$ cat config.mk
export PLATFORM = sky130hd
export DESIGN_NAME = priority_ordered_process_queue_core
export DESIGN_NICKNAME = d
export VERILOG_FILES = /design/src/design/popq_pkg.sv /design/src/design/popq_mem.sv /design/src/design/popq_ctrl.sv /design/src/design/priority_ordered_process_queue_core.sv
export SDC_FILE = /design/constraint.sdc
export NUM_CORES = 1
export LEC_CHECK = 0
export BUFFER_PORTS_ARGS = -buffer_cell sky130_fd_sc_hd__clkbuf_2
export CAP_MARGIN = 10
export CORE_ASPECT_RATIO = 0.8
export CORE_MARGIN = 2
export CORE_UTILIZATION = 40
export DETAILED_ROUTE_END_ITERATION = 10
export HOLD_SLACK_MARGIN = 0.05
export SETUP_SLACK_MARGIN = 0.1
export SYNTH_ARGS = -nofsm -noshare
export SYNTH_HDL_FRONTEND = slang
export SYNTH_SLANG_ARGS = --single-unit
$ cat constraint.sdc
create_clock -name clk -period 5.4 [get_ports clk]
set_input_delay 0.54 -clock clk [delete_from_list [all_inputs] [get_ports clk]]
set_output_delay 0.54 -clock clk [all_outputs]
set_load 0.005 [all_outputs]
$ cat src/design/popq_pkg.sv
`timescale 1ns / 1ps
// ----------------------------------------------------------------------------
// popq_pkg
// shared constants and codes for the priority ordered process queue
// ----------------------------------------------------------------------------
package popq_pkg;

  localparam int DEF_QUEUE_DEPTH    = 16;
  localparam int DEF_ID_WIDTH       = 6;
  localparam int DEF_PRIORITY_WIDTH = 8;

  typedef enum logic [1:0] {
    ACT_INSERT      = 2'd0,
    ACT_REMOVE_HEAD = 2'd1,
    ACT_REMOVE_ID   = 2'd2,
    ACT_PEEK        = 2'd3
  } action_t;

  typedef enum logic [1:0] {
    ST_OK        = 2'd0,
    ST_EMPTY     = 2'd1,
    ST_NOT_FOUND = 2'd2,
    ST_FULL      = 2'd3
  } status_t;

  typedef enum logic [2:0] {
    S_IDLE,
    S_INS,
    S_INS_HEAD,
    S_RMV,
    S_PEEK,
    S_RESP
  } ctrl_state_t;

endpackage

$ cat src/design/popq_mem.sv
`timescale 1ns / 1ps
// ----------------------------------------------------------------------------
// popq_mem
// entry store: one write port, one read port with registered read data
// ----------------------------------------------------------------------------
module popq_mem #(
  parameter int DEPTH = 16,
  parameter int WIDTH = 14,
  localparam int AW = $clog2(DEPTH)
) (
  input  logic             clk,
  input  logic             wr_en,
  input  logic [AW-1:0]    wr_addr,
  input  logic [WIDTH-1:0] wr_data,
  input  logic             rd_en,
  input  logic [AW-1:0]    rd_addr,
  output logic [WIDTH-1:0] rd_data
);

  logic [WIDTH-1:0] mem [DEPTH];

  always_ff @(posedge clk) begin
    if (wr_en) begin
      mem[wr_addr] <= wr_data;
    end
  end

  always_ff @(posedge clk) begin
    if (rd_en) begin
      rd_data <= mem[rd_addr];
    end
  end

endmodule

$ cat src/design/popq_ctrl.sv
`timescale 1ns / 1ps
// ----------------------------------------------------------------------------
// popq_ctrl
// request sequencer: walks the entry store, shifts entries and forms results
// ----------------------------------------------------------------------------
module popq_ctrl #(
  parameter int QUEUE_DEPTH    = 16,
  parameter int ID_WIDTH       = 6,
  parameter int PRIORITY_WIDTH = 8,
  localparam int AW = $clog2(QUEUE_DEPTH),
  localparam int CW = $clog2(QUEUE_DEPTH + 1),
  localparam int EW = ID_WIDTH + PRIORITY_WIDTH
) (
  input  logic                      clk,
  input  logic                      rst,
  input  logic                      req_valid,
  output logic                      req_ready,
  input  popq_pkg::action_t         req_action,
  input  logic [ID_WIDTH-1:0]       req_id,
  input  logic [PRIORITY_WIDTH-1:0] req_prio,
  output logic                      mem_rd_en,
  output logic [AW-1:0]             mem_rd_addr,
  input  logic [EW-1:0]             mem_rd_data,
  output logic                      mem_wr_en,
  output logic [AW-1:0]             mem_wr_addr,
  output logic [EW-1:0]             mem_wr_data,
  output logic                      res_valid,
  input  logic                      res_take,
  output popq_pkg::status_t         res_status,
  output logic [ID_WIDTH-1:0]       res_id,
  output logic [PRIORITY_WIDTH-1:0] res_prio,
  output logic [CW-1:0]             res_count
);

  import popq_pkg::*;

  ctrl_state_t               state, state_next;
  action_t                   action_q, action_q_next;
  logic [ID_WIDTH-1:0]       id_q, id_q_next;
  logic [PRIORITY_WIDTH-1:0] prio_q, prio_q_next;
  logic [CW-1:0]             count, count_next;
  logic [AW-1:0]             ridx, ridx_next;
  logic                      found, found_next;
  status_t                   status_q, status_q_next;
  logic [ID_WIDTH-1:0]       rid, rid_next;
  logic [PRIORITY_WIDTH-1:0] rprio, rprio_next;

  logic [ID_WIDTH-1:0]       rd_id;
  logic [PRIORITY_WIDTH-1:0] rd_prio;
  logic                      last;
  logic                      match;

  assign rd_id   = mem_rd_data[EW-1:PRIORITY_WIDTH];
  assign rd_prio = mem_rd_data[PRIORITY_WIDTH-1:0];
  assign last    = (CW'(ridx) + CW'(1)) == count;
  assign match   = !found && ((action_q == ACT_REMOVE_HEAD) || (rd_id == id_q));

  always_ff @(posedge clk) begin
    if (rst) begin
      state <= S_IDLE;
      count <= '0;
      found <= 1'b0;
    end else begin
      state <= state_next;
      count <= count_next;
      found <= found_next;
    end
  end

  always_ff @(posedge clk) begin
    action_q <= action_q_next;
    id_q     <= id_q_next;
    prio_q   <= prio_q_next;
    ridx     <= ridx_next;
    status_q <= status_q_next;
    rid      <= rid_next;
    rprio    <= rprio_next;
  end

  always_comb begin
    state_next    = state;
    action_q_next = action_q;
    id_q_next     = id_q;
    prio_q_next   = prio_q;
    count_next    = count;
    ridx_next     = ridx;
    found_next    = found;
    status_q_next = status_q;
    rid_next      = rid;
    rprio_next    = rprio;
    mem_rd_en     = 1'b0;
    mem_rd_addr   = ridx;
    mem_wr_en     = 1'b0;
    mem_wr_addr   = ridx + AW'(1);
    mem_wr_data   = mem_rd_data;

    unique case (state)
      S_IDLE: begin
        if (req_valid) begin
          action_q_next = req_action;
          id_q_next     = req_id;
          prio_q_next   = req_prio;
          found_next    = 1'b0;
          status_q_next = ST_OK;
          rid_next      = '0;
          rprio_next    = '0;
          if (req_action == ACT_INSERT) begin
            if (count == CW'(QUEUE_DEPTH)) begin
              status_q_next = ST_FULL;
              state_next    = S_RESP;
            end else if (count == '0) begin
              mem_wr_en   = 1'b1;
              mem_wr_addr = '0;
              mem_wr_data = {req_id, req_prio};
              count_next  = count + CW'(1);
              rid_next    = req_id;
              rprio_next  = req_prio;
              state_next  = S_RESP;
            end else begin
              // walk back from the tail
              mem_rd_en   = 1'b1;
              mem_rd_addr = AW'(count - CW'(1));
              ridx_next   = AW'(count - CW'(1));
              state_next  = S_INS;
            end
          end else if (count == '0) begin
            status_q_next = ST_EMPTY;
            state_next    = S_RESP;
          end else begin
            mem_rd_en   = 1'b1;
            mem_rd_addr = '0;
            ridx_next   = '0;
            state_next  = (req_action == ACT_PEEK) ? S_PEEK : S_RMV;
          end
        end
      end

      S_INS: begin
        mem_wr_en = 1'b1;
        if (rd_prio >= prio_q) begin
          mem_wr_data = {id_q, prio_q};
          count_next  = count + CW'(1);
          rid_next    = id_q;
          rprio_next  = prio_q;
          state_next  = S_RESP;
        end else if (ridx == '0) begin
          state_next = S_INS_HEAD;
        end else begin
          mem_rd_en   = 1'b1;
          mem_rd_addr = ridx - AW'(1);
          ridx_next   = ridx - AW'(1);
        end
      end

      S_INS_HEAD: begin
        mem_wr_en   = 1'b1;
        mem_wr_addr = '0;
        mem_wr_data = {id_q, prio_q};
        count_next  = count + CW'(1);
        rid_next    = id_q;
        rprio_next  = prio_q;
        state_next  = S_RESP;
      end

      S_PEEK: begin
        rid_next   = rd_id;
        rprio_next = rd_prio;
        state_next = S_RESP;
      end

      S_RMV: begin
        // entries past the removed one move down by one
        if (found) begin
          mem_wr_en   = 1'b1;
          mem_wr_addr = ridx - AW'(1);
        end else if (match) begin
          found_next = 1'b1;
          rid_next   = rd_id;
          rprio_next = rd_prio;
        end
        if (last) begin
          if (found || match) begin
            count_next = count - CW'(1);
          end else begin
            status_q_next = ST_NOT_FOUND;
          end
          state_next = S_RESP;
        end else begin
          mem_rd_en   = 1'b1;
          mem_rd_addr = ridx + AW'(1);
          ridx_next   = ridx + AW'(1);
        end
      end

      S_RESP: begin
        if (res_take) begin
          state_next = S_IDLE;
        end
      end

      default: begin
        state_next = S_IDLE;
      end
    endcase
  end

  assign req_ready  = (state == S_IDLE);
  assign res_valid  = (state == S_RESP);
  assign res_status = status_q;
  assign res_id     = rid;
  assign res_prio   = rprio;
  assign res_count  = count;

endmodule

$ cat src/design/priority_ordered_process_queue_core.sv
`timescale 1ns / 1ps
// ----------------------------------------------------------------------------
// priority_ordered_process_queue_core
// sorted process queue, highest priority first, one result per request
// ----------------------------------------------------------------------------
// Entries live in one synchronous memory in service order. One request is
// worked at a time. Insert walks back from the tail, one entry per cycle,
// moving each lower entry up until its place is found; into an empty queue
// it writes the head directly. Remove head and remove by id walk the whole
// queue once, moving the entries behind the removed one down. Peek reads
// the head only. A remove or peek on an empty queue, or an insert on a full
// one, gives an empty or full status without touching the memory. The
// memory has a single read and a single write port.
// A finished result sits in an output register, so the next request is taken
// while it waits. No clearing pass is needed after reset.
module priority_ordered_process_queue_core #(
  parameter int QUEUE_DEPTH    = popq_pkg::DEF_QUEUE_DEPTH,
  parameter int ID_WIDTH       = popq_pkg::DEF_ID_WIDTH,
  parameter int PRIORITY_WIDTH = popq_pkg::DEF_PRIORITY_WIDTH,
  localparam int CW     = $clog2(QUEUE_DEPTH + 1),
  localparam int IN_DW  = ((ID_WIDTH + PRIORITY_WIDTH + 7) / 8) * 8,
  localparam int OUT_DW = ((ID_WIDTH + PRIORITY_WIDTH + CW + 7) / 8) * 8
) (
  input  logic              clk,
  input  logic              rst,
  input  logic              s_tvalid,
  output logic              s_tready,
  input  logic [IN_DW-1:0]  s_tdata,   // proc_id, priority_req
  input  logic [1:0]        s_tuser,   // action
  output logic              m_tvalid,
  input  logic              m_tready,
  output logic [OUT_DW-1:0] m_tdata,   // out_id, out_priority, entry_count
  output logic [1:0]        m_tuser    // status
);

  import popq_pkg::*;

  localparam int AW = $clog2(QUEUE_DEPTH);
  localparam int EW = ID_WIDTH + PRIORITY_WIDTH;

  logic                      mem_rd_en;
  logic [AW-1:0]             mem_rd_addr;
  logic [EW-1:0]             mem_rd_data;
  logic                      mem_wr_en;
  logic [AW-1:0]             mem_wr_addr;
  logic [EW-1:0]             mem_wr_data;
  logic                      res_valid;
  logic                      res_take;
  status_t                   res_status;
  logic [ID_WIDTH-1:0]       res_id;
  logic [PRIORITY_WIDTH-1:0] res_prio;
  logic [CW-1:0]             res_count;

  popq_mem #(
    .DEPTH (QUEUE_DEPTH),
    .WIDTH (EW)
  ) u_mem (
    .clk     (clk),
    .wr_en   (mem_wr_en),
    .wr_addr (mem_wr_addr),
    .wr_data (mem_wr_data),
    .rd_en   (mem_rd_en),
    .rd_addr (mem_rd_addr),
    .rd_data (mem_rd_data)
  );

  popq_ctrl #(
    .QUEUE_DEPTH    (QUEUE_DEPTH),
    .ID_WIDTH       (ID_WIDTH),
    .PRIORITY_WIDTH (PRIORITY_WIDTH)
  ) u_ctrl (
    .clk         (clk),
    .rst         (rst),
    .req_valid   (s_tvalid),
    .req_ready   (s_tready),
    .req_action  (action_t'(s_tuser)),
    .req_id      (s_tdata[ID_WIDTH-1:0]),
    .req_prio    (s_tdata[ID_WIDTH +: PRIORITY_WIDTH]),
    .mem_rd_en   (mem_rd_en),
    .mem_rd_addr (mem_rd_addr),
    .mem_rd_data (mem_rd_data),
    .mem_wr_en   (mem_wr_en),
    .mem_wr_addr (mem_wr_addr),
    .mem_wr_data (mem_wr_data),
    .res_valid   (res_valid),
    .res_take    (res_take),
    .res_status  (res_status),
    .res_id      (res_id),
    .res_prio    (res_prio),
    .res_count   (res_count)
  );

  // output register, loads when empty or being drained
  assign res_take = res_valid && (!m_tvalid || m_tready);

  always_ff @(posedge clk) begin
    if (rst) begin
      m_tvalid <= 1'b0;
    end else if (res_take) begin
      m_tvalid <= 1'b1;
    end else if (m_tready) begin
      m_tvalid <= 1'b0;
    end
  end

  always_ff @(posedge clk) begin
    if (res_take) begin
      m_tdata <= OUT_DW'({res_count, res_prio, res_id});
      m_tuser <= res_status;
    end
  end

endmodule
==> out/results.md <==
| Item | Value |
| --- | --- |
| Syn_area_per_cell | 13.9 um^2 |
| CP startpoint kind | flop |
| Kind of critical path | flop to flop |
| CP max-delay cell | or4_1 |
| Antenna violations before repair | 0 |
| Post-DR vias/cell | 5.67 |
| Number of enable flip-flop cells after synthesis | 291 |
| Final HPWL from detailed placement | 19.5 mm |
| Library cell used as clock root buffer | clkbuf_16 |
| Cell taking the most area after synthesis | edfxtp_1 |
| Adder-cell share of the synthesized area | 0.0124 |
| Pin slew with the least headroom to its limit | 1140 ps |
| Die span in y | 166 um |
| Count of synthesis-stage warnings from yosys | 0 |
| Yosys cell types | 71 |
| Area of the core | 0.0323 mm^2 |
| Worst reg2reg setup slack | 990 ps |
| Complex-gate fraction of the synthesized area | 0.128 |
| Fill cell count | 2890 |
| Register Area | 0.00902 mm^2 |
| Setup TNS | 0 ps |
| Clock-pin transition on the worst setup and hold timing paths | 60 ps |
| Final Setup Violations | 0 |
| Final #Nets | 1019 |
| Max incr delay on CP | 600 ps |
| Worst Path Max Fanout | 108 |
| Remaining global-route overflow | 0 |
| Hold Crit Class | input port to flop |
| Crit path cell chain | ha_1 -> inv_1 -> nor3_1 -> o211ai_2 -> xnor2_1 -> a211o_1 -> nor2_4 -> buf_12 -> mux2i_1 -> a221oi_1 -> or4_1 |
| Count of max-cap constraint violations | 0 |
| Length of routed met2 wiring | 14.0 mm |
| Top Layer Used | met4 |
| Count of port buffers added during placement | 42 |
| Detailed-routed wire length on met3 | 2.47 mm |
| First-iteration detailed-routing DRC count | 1105 |
| Multi-input gate area | 0.00362 mm^2 |
| Inserted Clock Buffers | 30 |
| Final weighted congestion in routability-driven placement | 0.882 |
| Result of the run | finished, final reports clean |
| Clk buf depth | 3 |
| Die Span X | 206 um |
| Total routed wire length on the met1 layer | 14.8 mm |
| Global routing usage summed across all routing layers | 0.184 |
| Hold buffer count at cts | 0 |
| Synth area leaders | edfxtp_1 67%, mux2i_1 4.4%, a221oi_1 3.5% |
| Main combinational cell family by area after synthesis | compound AO/OA/AOI/OAI gates |
| Floorplan row count | 59 |
| Wire length of the first global-routing pass | 47.7 mm |
| Critical path arrival | 4700 ps |
| Post-synthesis share of cell area spent on xor and xnor gates | 0.0157 |
| Critical Path Sink Type | flop |
| Die Area | 0.0342 mm^2 |
| Number of storage elements in the synthesis netlist | 305 |
| Simple-gate area share of the yosys netlist | 0.0727 |
| Post-Synthesis Cell Area | 0.0131 mm^2 |
| Routed len/inst | 22.2 um |
| Period utilisation layout | 0.816 |
| Fraction of the yosys area taken by sequential cells | 0.689 |
| Max-Slew Margin vs Limit | 0.240 |
| Setup repair bufs after CTS | 0 |
| CTS sink count | 305 |
| Final period demand of the worst path | 4410 ps |
| FFs w/ async S/R, synth | 0 |
| Count of TritonRoute iterations in the first routing pass | 10 |
| Final number of max-transition violations | 0 |
| Vias in the first global route | 7574 |
| Number of antenna repair diodes | 0 |
| Syn-to-layout area delta | 12.7% |
| Most frequently used flop master after synthesis | edfxtp_1 |
| Mux share of post-synthesis cell area | 0.0436 |
| Share of the synthesized area in the top cell type | 0.668 |
| H-tree Lvls | 1 |
| Fraction of layout cells with a size suffix above 1 | 0.140 |
| Maximum number of pins on one net before global-route repair | 111 |
| Number of nets with antenna violations after routing | 0 |
| Cell count after synthesis | 941 |
| TritonCTS clock tree | built |
| RSZ-0062 raised after global routing | no |
| Starting density of the core | 0.405 |
| Post-CTS sizing | 0 |
| Achievable Freq | 0.227 GHz |
| Total via count in the routed design | 8124 |
| Number of placed I/O pins | 50 |
| Clock latency on the worst-skew pair | 570 ps |
| Final hold viol count | 0 |
| Total length of routed wires | 31.9 mm |
| DRC violations left | 0 |
| Worst path required time | 5690 ps |
| Final worst clock skew | 21.8 ps |
[final timing paths]
check	start	to	cells after the start
worst max-delay path	u_ctrl.ridx[1]	u_mem.rd_data[9]	11
worst min-delay path	s_tdata[6]	u_ctrl.prio_q[0]	1
worst max register to register	u_ctrl.ridx[1]	u_mem.rd_data[9]	11
worst min register to register	u_ctrl.res_status[0]	m_tuser[0]	0
[stage by stage]
stage	hold slack (ps)	util	std cells	cell area [um^2]	setup slack, ps
after global placement	402	0.427	1378	13800	1100
after CTS	163	0.456	1432	14700	1050
after floorplan	400	-	945	13100	1880
final	182	0.456	1433	14700	993
after detailed placement	405	0.427	1378	13800	1050
after global routing	180	0.456	1433	14700	844
[layout make-up]
cell class,count,area share
Sequential cell,305,0.612
Multi-Input combinational cell,527,0.246
Clock buffer,35,0.0522
Tap cell,427,0.0362
Timing Repair Buffer,68,0.0300
Inverter,52,0.0132
Clock inverter,19,0.0106
[critical path, delay by kind of cell, from the launching register on]
family | cells | cell delay, ps
simple gates | 3 | 1160
fa+ha+maj | 1 | 410
buf+inv | 2 | 520
mux | 1 | 280
xor+xnor | 1 | 200
compound gates | 3 | 780
flops | 1 | 540
[flip-flops by register name (all words and copies together) (netlist names), 3 cells and up]
signal	flops
u_ctrl.id_q	6
u_mem.rd_data	14
u_ctrl.state	3
u_ctrl.res_prio	8
u_ctrl.ridx	4
u_ctrl.res_id	6
u_mem.mem	224
u_ctrl.prio_q	8
u_ctrl.res_count	5
m_tdata	19
[cells by family after synthesis]
family / after synthesis
AO/OA/AOI/OAI: 230
XOR/XNOR: 21
adder cells (fa/ha/maj): 13
buffers and inverters: 113
flip-flops: 305
multiplexers: 57
other: 1
AND/OR/NAND/NOR: 201
[cells in the mapped netlist (10+ instances only)]
cell / number
edfxtp_1: 291
nand2_1: 91
a21oi_1: 76
mux2i_1: 57
a221oi_1: 52
inv_1: 49
nor2_1: 41
a222oi_1: 27
clkbuf_1: 24
buf_2: 19
o21ai_0: 15
dfxtp_1: 14
xnor2_1: 14
ha_1: 13
or4_1: 13
nand3_1: 10
[cells in the final DEF (no fill, tap or decap), types with 4 or more instances in the layout]
cell and n:
clkbuf_16 30, nor2b_1 4, nor2_2 9, a221oi_1 52, or4_1 13, buf_4 23, a22oi_1 5, a21oi_1 76
ha_1 13, a222oi_1 27, xor2_1 5, clkbuf_2 42, a31oi_1 9, mux2i_1 57, nand2_1 91, xnor2_1 14
a211oi_1 4, nor2_1 33, o211ai_1 5, clkinv_2 6, clkinv_1 8, nand3_1 10, nor3_1 8, o21ai_0 14
a21o_1 4, clkbuf_1 5, nand2b_1 9, dfxtp_1 14, or2_2 5, edfxtp_1 291, inv_1 49, conb_1 5
[routing by layer]
| layer | vias up | global-route usage |
|---|---|---|
| li1 | 3741 | - |
| met5 | - | 0 |
| met1 | 3998 | 0.286 |
| met3 | 40 | 0.0349 |
| met4 | 0 | 0.0413 |
| met2 | 345 | 0.268 |
Power is not shown: default switching activity piles up to over one toggle a cycle in this logic, so the estimate is an artifact.
